<file path="config.mk">
export PLATFORM = sky130hd
export DESIGN_NAME = skipgram_context_window_unit
export DESIGN_NICKNAME = d
export VERILOG_FILES = /design/src/sv/sgcw_pkg.sv /design/src/sv/sgcw_ctrl.sv /design/src/sv/sgcw_dpath.sv /design/src/sv/skipgram_context_window_unit.sv
export SDC_FILE = /design/constraint.sdc
export NUM_CORES = 1
export LEC_CHECK = 0
export BUFFER_PORTS_ARGS = -buffer_cell sky130_fd_sc_hd__buf_4
export CAP_MARGIN = 20
export CORE_ASPECT_RATIO = 2
export CORE_MARGIN = 1
export CORE_UTILIZATION = 62
export DETAILED_ROUTE_END_ITERATION = 10
export PLACE_DENSITY = 0.9
export SETUP_SLACK_MARGIN = 0.4
export SYNTH_ARGS = -nofsm -noshare
export SYNTH_HDL_FRONTEND = slang
export SYNTH_SLANG_ARGS = --single-unit
</file>
<file path="constraint.sdc">
create_clock -name aclk -period 10 [get_ports aclk]
set_clock_uncertainty 0.05 [all_clocks]
set_input_delay 0.5 -clock aclk [delete_from_list [all_inputs] [get_ports aclk]]
set_output_delay 0.5 -clock aclk [all_outputs]
set_load 0.02 [all_outputs]
</file>
<file path="src/sv/sgcw_pkg.sv">
package sgcw_pkg;

    localparam int WIN_W = 3;
    localparam int OFF_W = 4;
    localparam logic [WIN_W-1:0] WIN_RESET = 3'd2;
    localparam logic signed [OFF_W-1:0] K_ONE = 4'sd1;
    localparam logic signed [OFF_W-1:0] K_NEG1 = -4'sd1;

    typedef struct packed {
        logic load;
        logic start;
        logic emit;
        logic step;
        logic next_c;
        logic finish;
    } sgcw_cmd_t;

    typedef struct packed {
        logic center_ok;
        logic k_last;
        logic out_free;
    } sgcw_stat_t;

endpackage

</file>
<file path="src/sv/sgcw_ctrl.sv">
module sgcw_ctrl
    import sgcw_pkg::*;
(
    input  logic       aclk,
    input  logic       aresetn,
    input  logic       in_valid,
    output logic       in_ready,
    input  sgcw_stat_t stat,
    output sgcw_cmd_t  cmd
);

    typedef enum logic [1:0] {
        ST_IDLE,
        ST_CHECK,
        ST_EMIT
    } state_t;

    state_t state_reg, state_next;
    logic   rdy_reg, rdy_next;

    always_comb begin
        cmd        = '0;
        state_next = state_reg;
        rdy_next   = rdy_reg;
        unique case (state_reg)
            ST_IDLE: begin
                if (in_valid && rdy_reg) begin
                    cmd.load   = 1'b1;
                    state_next = ST_CHECK;
                    rdy_next   = 1'b0;
                end
            end
            ST_CHECK: begin
                if (stat.center_ok) begin
                    cmd.start  = 1'b1;
                    state_next = ST_EMIT;
                end else begin
                    cmd.finish = 1'b1;
                    state_next = ST_IDLE;
                    rdy_next   = 1'b1;
                end
            end
            ST_EMIT: begin
                if (stat.out_free) begin
                    cmd.emit = 1'b1;
                    if (stat.k_last) begin
                        cmd.next_c = 1'b1;
                        state_next = ST_CHECK;
                    end else begin
                        cmd.step = 1'b1;
                    end
                end
            end
            default: begin
                state_next = ST_IDLE;
                rdy_next   = 1'b1;
            end
        endcase
    end

    always_ff @(posedge aclk) begin
        if (!aresetn) begin
            state_reg <= ST_IDLE;
            rdy_reg   <= 1'b1;
        end else begin
            state_reg <= state_next;
            rdy_reg   <= rdy_next;
        end
    end

    assign in_ready = rdy_reg;

endmodule

</file>
<file path="src/sv/sgcw_dpath.sv">
module sgcw_dpath
    import sgcw_pkg::*;
#(
    parameter int MAX_WINDOW = 4,
    parameter int ID_BITS    = 16,
    parameter int POS_BITS   = 32
) (
    input  logic                       aclk,
    input  logic                       aresetn,
    input  logic                       cfg_wr_en,
    input  logic [WIN_W-1:0]           cfg_wr_data,
    input  logic [ID_BITS-1:0]         in_token,
    input  logic                       in_last,
    input  sgcw_cmd_t                  cmd,
    output sgcw_stat_t                 stat,
    output logic                       out_valid,
    input  logic                       out_ready,
    output logic [ID_BITS-1:0]         out_center_id,
    output logic [POS_BITS-1:0]        out_cpos,
    output logic [ID_BITS-1:0]         out_context_id,
    output logic signed [OFF_W-1:0]    out_rel_offset,
    output logic                       out_has_context,
    output logic                       out_center_done,
    output logic                       out_run_last
);

    localparam int HIST_DEPTH = 2 * MAX_WINDOW + 1;
    localparam int HI_W       = $clog2(HIST_DEPTH);
    localparam int DC_SAT     = HIST_DEPTH + MAX_WINDOW;
    localparam int DC_W       = $clog2(DC_SAT + 1);
    localparam int DIST_W     = DC_W + 2;
    localparam logic [WIN_W-1:0]    WIN_MAX = WIN_W'(MAX_WINDOW);
    localparam logic [POS_BITS-1:0] POS_MAX = '1;

    logic [WIN_W-1:0]          win_reg;
    logic [ID_BITS-1:0]        hist_reg [HIST_DEPTH];
    logic [POS_BITS-1:0]       count_reg;
    logic [POS_BITS-1:0]       last_reg;
    logic [POS_BITS-1:0]       c_reg;
    logic                      flush_reg;
    logic [DC_W-1:0]           dc_reg;
    logic signed [OFF_W-1:0]   k_reg;
    logic signed [OFF_W-1:0]   k_end_reg;
    logic                      empty_reg;
    logic [ID_BITS-1:0]        cid_reg;
    logic                      m_valid_reg;

    logic [WIN_W-1:0]          w_eff;
    logic                      sat;
    logic [POS_BITS-1:0]       last_next;
    logic [POS_BITS-1:0]       d_c;
    logic [DC_W-1:0]           dc_sat;
    logic [WIN_W-1:0]          lo_mag;
    logic [WIN_W-1:0]          hi_mag;
    logic                      empty_now;
    logic signed [OFF_W-1:0]   k_lo;
    logic signed [OFF_W-1:0]   k_first;
    logic signed [OFF_W-1:0]   k_end;
    logic signed [OFF_W-1:0]   k_step;
    logic signed [DIST_W-1:0]  k_ext;
    logic signed [DIST_W-1:0]  nb_dist;
    logic signed [DIST_W-1:0]  rd_dist;
    logic                      rd_ok;
    logic [HI_W-1:0]           rd_idx;
    logic [ID_BITS-1:0]        rd_data;
    logic                      k_last;
    logic                      next_ok;

    always_comb begin
        if (win_reg == '0) begin
            w_eff = WIN_W'(1);
        end else if (win_reg > WIN_MAX) begin
            w_eff = WIN_MAX;
        end else begin
            w_eff = win_reg;
        end
    end

    assign sat       = (count_reg == POS_MAX);
    assign last_next = sat ? (count_reg - POS_BITS'(1)) : count_reg;

    assign d_c    = last_reg - c_reg;
    assign dc_sat = (d_c >= POS_BITS'(DC_SAT)) ? DC_W'(DC_SAT) : d_c[DC_W-1:0];

    assign stat.center_ok = (c_reg <= last_reg) &&
                            (flush_reg || (d_c >= POS_BITS'(w_eff)));

    assign lo_mag    = (c_reg >= POS_BITS'(w_eff)) ? w_eff : c_reg[WIN_W-1:0];
    assign hi_mag    = (dc_sat >= DC_W'(w_eff)) ? w_eff : dc_sat[WIN_W-1:0];
    assign empty_now = (lo_mag == '0) && (hi_mag == '0);
    assign k_lo      = -$signed(OFF_W'(lo_mag));

    always_comb begin
        if (lo_mag != '0) begin
            k_first = k_lo;
        end else if (empty_now) begin
            k_first = '0;
        end else begin
            k_first = K_ONE;
        end
    end

    assign k_end  = (hi_mag != '0) ? $signed(OFF_W'(hi_mag)) : K_NEG1;
    assign k_step = (k_reg == K_NEG1) ? K_ONE : (k_reg + K_ONE);

    assign k_ext   = {{(DIST_W - OFF_W){k_reg[OFF_W-1]}}, k_reg};
    assign nb_dist = $signed({2'b00, dc_reg}) - k_ext;

    assign rd_dist = cmd.start ? $signed({2'b00, dc_sat}) : nb_dist;
    assign rd_ok   = !rd_dist[DIST_W-1] && (unsigned'(rd_dist) < DIST_W'(HIST_DEPTH));
    assign rd_idx  = rd_dist[HI_W-1:0];
    assign rd_data = rd_ok ? hist_reg[rd_idx] : '0;

    assign k_last  = empty_reg || (k_reg == k_end_reg);
    assign next_ok = (dc_reg != '0) && (flush_reg || (dc_reg > DC_W'(w_eff)));

    assign stat.k_last   = k_last;
    assign stat.out_free = !m_valid_reg || out_ready;

    always_ff @(posedge aclk) begin
        if (!aresetn) begin
            win_reg     <= WIN_RESET;
            count_reg   <= '0;
            last_reg    <= '0;
            c_reg       <= '0;
            flush_reg   <= 1'b0;
            m_valid_reg <= 1'b0;
            for (int i = 0; i < HIST_DEPTH; i++) begin
                hist_reg[i] <= '0;
            end
        end else begin
            if (cfg_wr_en) begin
                win_reg <= cfg_wr_data;
            end
            if (cmd.load) begin
                if (!sat) begin
                    for (int i = HIST_DEPTH - 1; i > 0; i--) begin
                        hist_reg[i] <= hist_reg[i-1];
                    end
                    hist_reg[0] <= in_token;
                    count_reg   <= count_reg + POS_BITS'(1);
                end
                last_reg  <= last_next;
                flush_reg <= in_last;
            end
            if (cmd.next_c) begin
                c_reg <= c_reg + POS_BITS'(1);
            end
            if (cmd.finish && flush_reg) begin
                count_reg <= '0;
                c_reg     <= '0;
                for (int i = 0; i < HIST_DEPTH; i++) begin
                    hist_reg[i] <= '0;
                end
            end
            m_valid_reg <= cmd.emit | (m_valid_reg & ~out_ready);
        end
    end

    always_ff @(posedge aclk) begin
        if (cmd.start) begin
            dc_reg    <= dc_sat;
            k_reg     <= k_first;
            k_end_reg <= k_end;
            empty_reg <= empty_now;
            cid_reg   <= rd_data;
        end else if (cmd.step) begin
            k_reg <= k_step;
        end
        if (cmd.emit) begin
            out_center_id   <= cid_reg;
            out_cpos        <= c_reg;
            out_context_id  <= empty_reg ? '0 : rd_data;
            out_rel_offset  <= empty_reg ? '0 : k_reg;
            out_has_context <= !empty_reg;
            out_center_done <= k_last;
            out_run_last    <= k_last && !next_ok;
        end
    end

    assign out_valid = m_valid_reg;

endmodule

</file>
<file path="src/sv/skipgram_context_window_unit.sv">
// Channel  Dir  Beat contents (tdata from bit 0 up / tuser / tlast)
// s_       in   tdata: token_id                   tlast: seq_last
// m_       out  tdata: center_id, center position, context_id, rel_offset
//               tuser: has_context, center_done    tlast: run_last
// cfg_     in   cfg_wr_data: window_size, taken when cfg_wr_en is high
//
// One input beat at a time: accept in ST_IDLE, then per completed center a check
// in ST_CHECK and one result per emit in ST_EMIT (2W neighbors, fewer at sequence
// edges, one for an empty center), then a closing check back to ST_IDLE.
// A flush beat emits every pending center back to back through the same sequencer.
// Reset is synchronous; no clearing pass, s_tready is high right after reset.
// m_tready low holds the result sequencer; s_tready stays low from accept through
// the closing cycle that follows the last result of the beat.
module skipgram_context_window_unit
    import sgcw_pkg::*;
#(
    parameter int MAX_WINDOW = 4,
    parameter int ID_BITS    = 16,
    parameter int POS_BITS   = 32
) (
    input  logic                   aclk,
    input  logic                   aresetn,
    input  logic                   cfg_wr_en,
    input  logic [WIN_W-1:0]       cfg_wr_data,
    input  logic                   s_tvalid,
    output logic                   s_tready,
    input  logic [((ID_BITS + 7) / 8) * 8 - 1:0] s_tdata,   // token_id
    input  logic                   s_tlast,
    output logic                   m_tvalid,
    input  logic                   m_tready,
    // center_id, center position, context_id, rel_offset
    output logic [((2 * ID_BITS + POS_BITS + OFF_W + 7) / 8) * 8 - 1:0] m_tdata,
    output logic [1:0]             m_tuser,   // has_context, center_done
    output logic                   m_tlast
);

    localparam int OUT_RAW = 2 * ID_BITS + POS_BITS + OFF_W;
    localparam int OUT_W   = ((OUT_RAW + 7) / 8) * 8;

    sgcw_cmd_t               cmd;
    sgcw_stat_t              stat;
    logic [ID_BITS-1:0]      center_id;
    logic [POS_BITS-1:0]     cpos;
    logic [ID_BITS-1:0]      context_id;
    logic signed [OFF_W-1:0] rel_offset;
    logic                    has_context;
    logic                    center_done;

    sgcw_ctrl u_ctrl (
        .aclk     (aclk),
        .aresetn  (aresetn),
        .in_valid (s_tvalid),
        .in_ready (s_tready),
        .stat     (stat),
        .cmd      (cmd)
    );

    sgcw_dpath #(
        .MAX_WINDOW (MAX_WINDOW),
        .ID_BITS    (ID_BITS),
        .POS_BITS   (POS_BITS)
    ) u_dpath (
        .aclk            (aclk),
        .aresetn         (aresetn),
        .cfg_wr_en       (cfg_wr_en),
        .cfg_wr_data     (cfg_wr_data),
        .in_token        (s_tdata[ID_BITS-1:0]),
        .in_last         (s_tlast),
        .cmd             (cmd),
        .stat            (stat),
        .out_valid       (m_tvalid),
        .out_ready       (m_tready),
        .out_center_id   (center_id),
        .out_cpos        (cpos),
        .out_context_id  (context_id),
        .out_rel_offset  (rel_offset),
        .out_has_context (has_context),
        .out_center_done (center_done),
        .out_run_last    (m_tlast)
    );

    assign m_tdata = OUT_W'({rel_offset, context_id, cpos, center_id});
    assign m_tuser = {center_done, has_context};

endmodule

</file>
==> results.txt <==
Max-slew headroom: 31.85%
RSZ-0062 raised after global routing: no
Total GRT Usage: 35.39%
CTS Buffer Depth: 3
I/O pin count: 102
outcome: complete, no violations
Mapped Area: 0.01791 sq mm
Detailed Route Iter0 Violations: 1125
placed cell areas: 0.01882 sq mm
NumNets Final: 1858
CP required: 10.16 ns
Int Power: 0.003760 W
post-cts sizing count: 0
fraction of layout cells with a size suffix above 1: 12.06%
TNS Setup: 0 ns
Sw Ratio: 44.17%
cell row count: 87
Overall Power: 0.006735 W
largest net degree at the start of global routing: 147
width of the die: 122.2 um
gpl congestion: 1.047
fmax: 157.6 MHz
Static Leak: 7.477 nW
maxcap violations: 0
Die ar.: 0.02962 sq mm
fill cell count: 2022
antenna-violating nets left: 0
CTS root buf: clkbuf_16
CP Max Fanout: 81
Final Hold Vio Count: 0
CTS Sinks: 348
Seq/Total Area, Yosys: 52.52%
Setup crit end kind: flop
DRT Pass-1 Iters: 5
Largest register FFs: 144
first-pass GRT wire length: 78.69 mm
Synth Flop Type: edfxtp_1
sequential share of power: 32.4%
DR vias/cell: 6.537
min cycle time layout: 6.346 ns
CTS tree: yes
Peak VDD IR: 0.0004159 V
WL met3: 3.464 mm
initial antenna violation count: 2
r2r worst-path depth: 16
Synth Area per Inst: 10.41 sq um
final slew viol count: 0
Post-synth EDFFs: 244
H-tree depth: 1
Core ar.: 0.02830 sq mm
HPWL after DPL: 35.46 mm
routed wire length: 51.17 mm
wire length per cell: 23.72 um
vias: 14.10k
switching pwr: 0.002975 W
CP Data Arrival Time: 6.51 ns
crit path kind: flop to flop
final setup vio count: 0
Synth async-reset ratio: 0%
vias in the first global route: 14.21k
Clock Latency Late Sink: 0.59 ns
I/O Buffers: 97
DRC errors left: 0
Gate Count Post-Synth: 1721
cell area after layout: 0.01989 sq mm
slew at the pin closest to its max-slew limit: 1.022 ns
Area Growth Syn to Fin: 11.03%
pwr/cell area: 338.6 mW/mm^2
highest routed layer: met5
cell depth of the worst hold path: 3
commonest non-fill, non-tap cell in the layout: edfxtp_1
WL met1: 16.17 mm
CTS Buf Count: 30
Setup Buffers After CTS: 0
Hold Path Class: input pin to flop
post-synthesis register bit count: 348
clock power share: 17.6%
hold buffers post-CTS: 0
Startpoint Class: flop
Reg clk slew, reported paths: 0.07 ns
Distinct cells, synth: 83
commonest non-fill, non-tap cells in the layout: edfxtp_1, and2_1, nand2_1
Post-Place Worst Slack: 3.479 ns
Gate power share: 49.9%
YS warnings: 0
WL met2: 26.76 mm
Initial Util: 63.30%
setup ws final: 3.654 ns
overall die height: 242.4 um
GRT overflow: 0
Final period util: 63.46%
layer usage:
layer | GRT usage [%] | vias up
li1 | - | 6319
met1 | 34.93 | 6767
met2 | 61.52 | 747
met3 | 7.203 | 266
met4 | 30.31 | 2
met5 | 0 | -
layout make-up:
class	instances	area (sq um)	area share [%]
Sequential cell	348	9409	47.30
Multi-Input combinational cell	1217	7891	39.67
Clock buffer	46	913.4	4.592
Timing Repair Buffer	113	885.9	4.454
Tap cell	356	445.4	2.239
Inverter	66	250.2	1.258
Clock inverter	10	92.59	0.4655
Antenna cell	1	2.502	0.01258
path summary, 6_finish.rpt:
path / from / to / slack (ns)
worst max-delay path: u_dpath.c_reg[11] / u_dpath.hist_reg[1][6] / 3.65
worst min-delay path: cfg_wr_data[1] / u_dpath.win_reg[1] / 0.11
worst max register to register: u_dpath.c_reg[11] / u_dpath.hist_reg[1][6] / 3.65
worst min register to register: u_dpath.cid_reg[13] / u_dpath.out_center_id[13] / 0.37
synthesized netlist by cell type (all sizes together) (51+ instances only):
library cell  instances  area [sq um]
a21oi               132         675.6
and2                155         969.7
clkbuf               69         259.0
dfxtp               104          2082
edfxtp              244          7327
ha                   55         688.2
inv                  66         247.7
nand2               137         519.3
nand3                79         400.4
nor2                130         495.5
o21ai               113         569.3
xnor2                51         446.7
cell families (layout without fill, tap and decap cells):
logic type	Yosys count	in the layout	share of synthesized area, %
fa+ha+maj	57	57	4.065
buf+inv	159	235	3.709
flops	348	348	52.52
mux	22	22	1.523
simple gates	651	651	18.90
xor+xnor	80	80	3.911
other cells	1	5	0.02093
compound gates	403	403	15.35
power by group through the flow:
stage | clock network, W | logic [W] | registers [W]
finish | 0.00119 | 0.00336 | 0.00218
global route | 0.00124 | 0.00356 | 0.00221
floorplan | 0 | 0.00233 | 0.00222
detailed placement | 0 | 0.00319 | 0.00220
global placement | 0 | 0.00310 | 0.00218
CTS | 0.00120 | 0.00327 | 0.00217
metrics by stage:
step           util (%)  cells  hold slack, ns
6_report          70.28   2157          0.1074
5_1_grt           70.27   2156          0.1342
4_1_cts           70.06   2153         0.09507
3_5_place_dp      66.50   2097          0.3545
3_3_place_gp      66.50   2097          0.3514
2_1_floorplan         -   1724          0.3503
worst max-delay path, stage by stage (launching register included):
cell	delay, ns
dfxtp_1	0.42
inv_1	0.11
ha_1	0.42
a21oi_1	0.49
a211oi_1	0.19
a2111o_1	0.40
a221o_1	0.32
a2111oi_2	0.36
o2111ai_1	0.23
nor4b_4	0.36
and4_1	0.41
nand3_2	0.17
and2_1	0.24
o21ai_4	0.18
nor2_1	0.11
inv_4	0.70
buf_4	0.76
(Power assumes the default switching activity.)
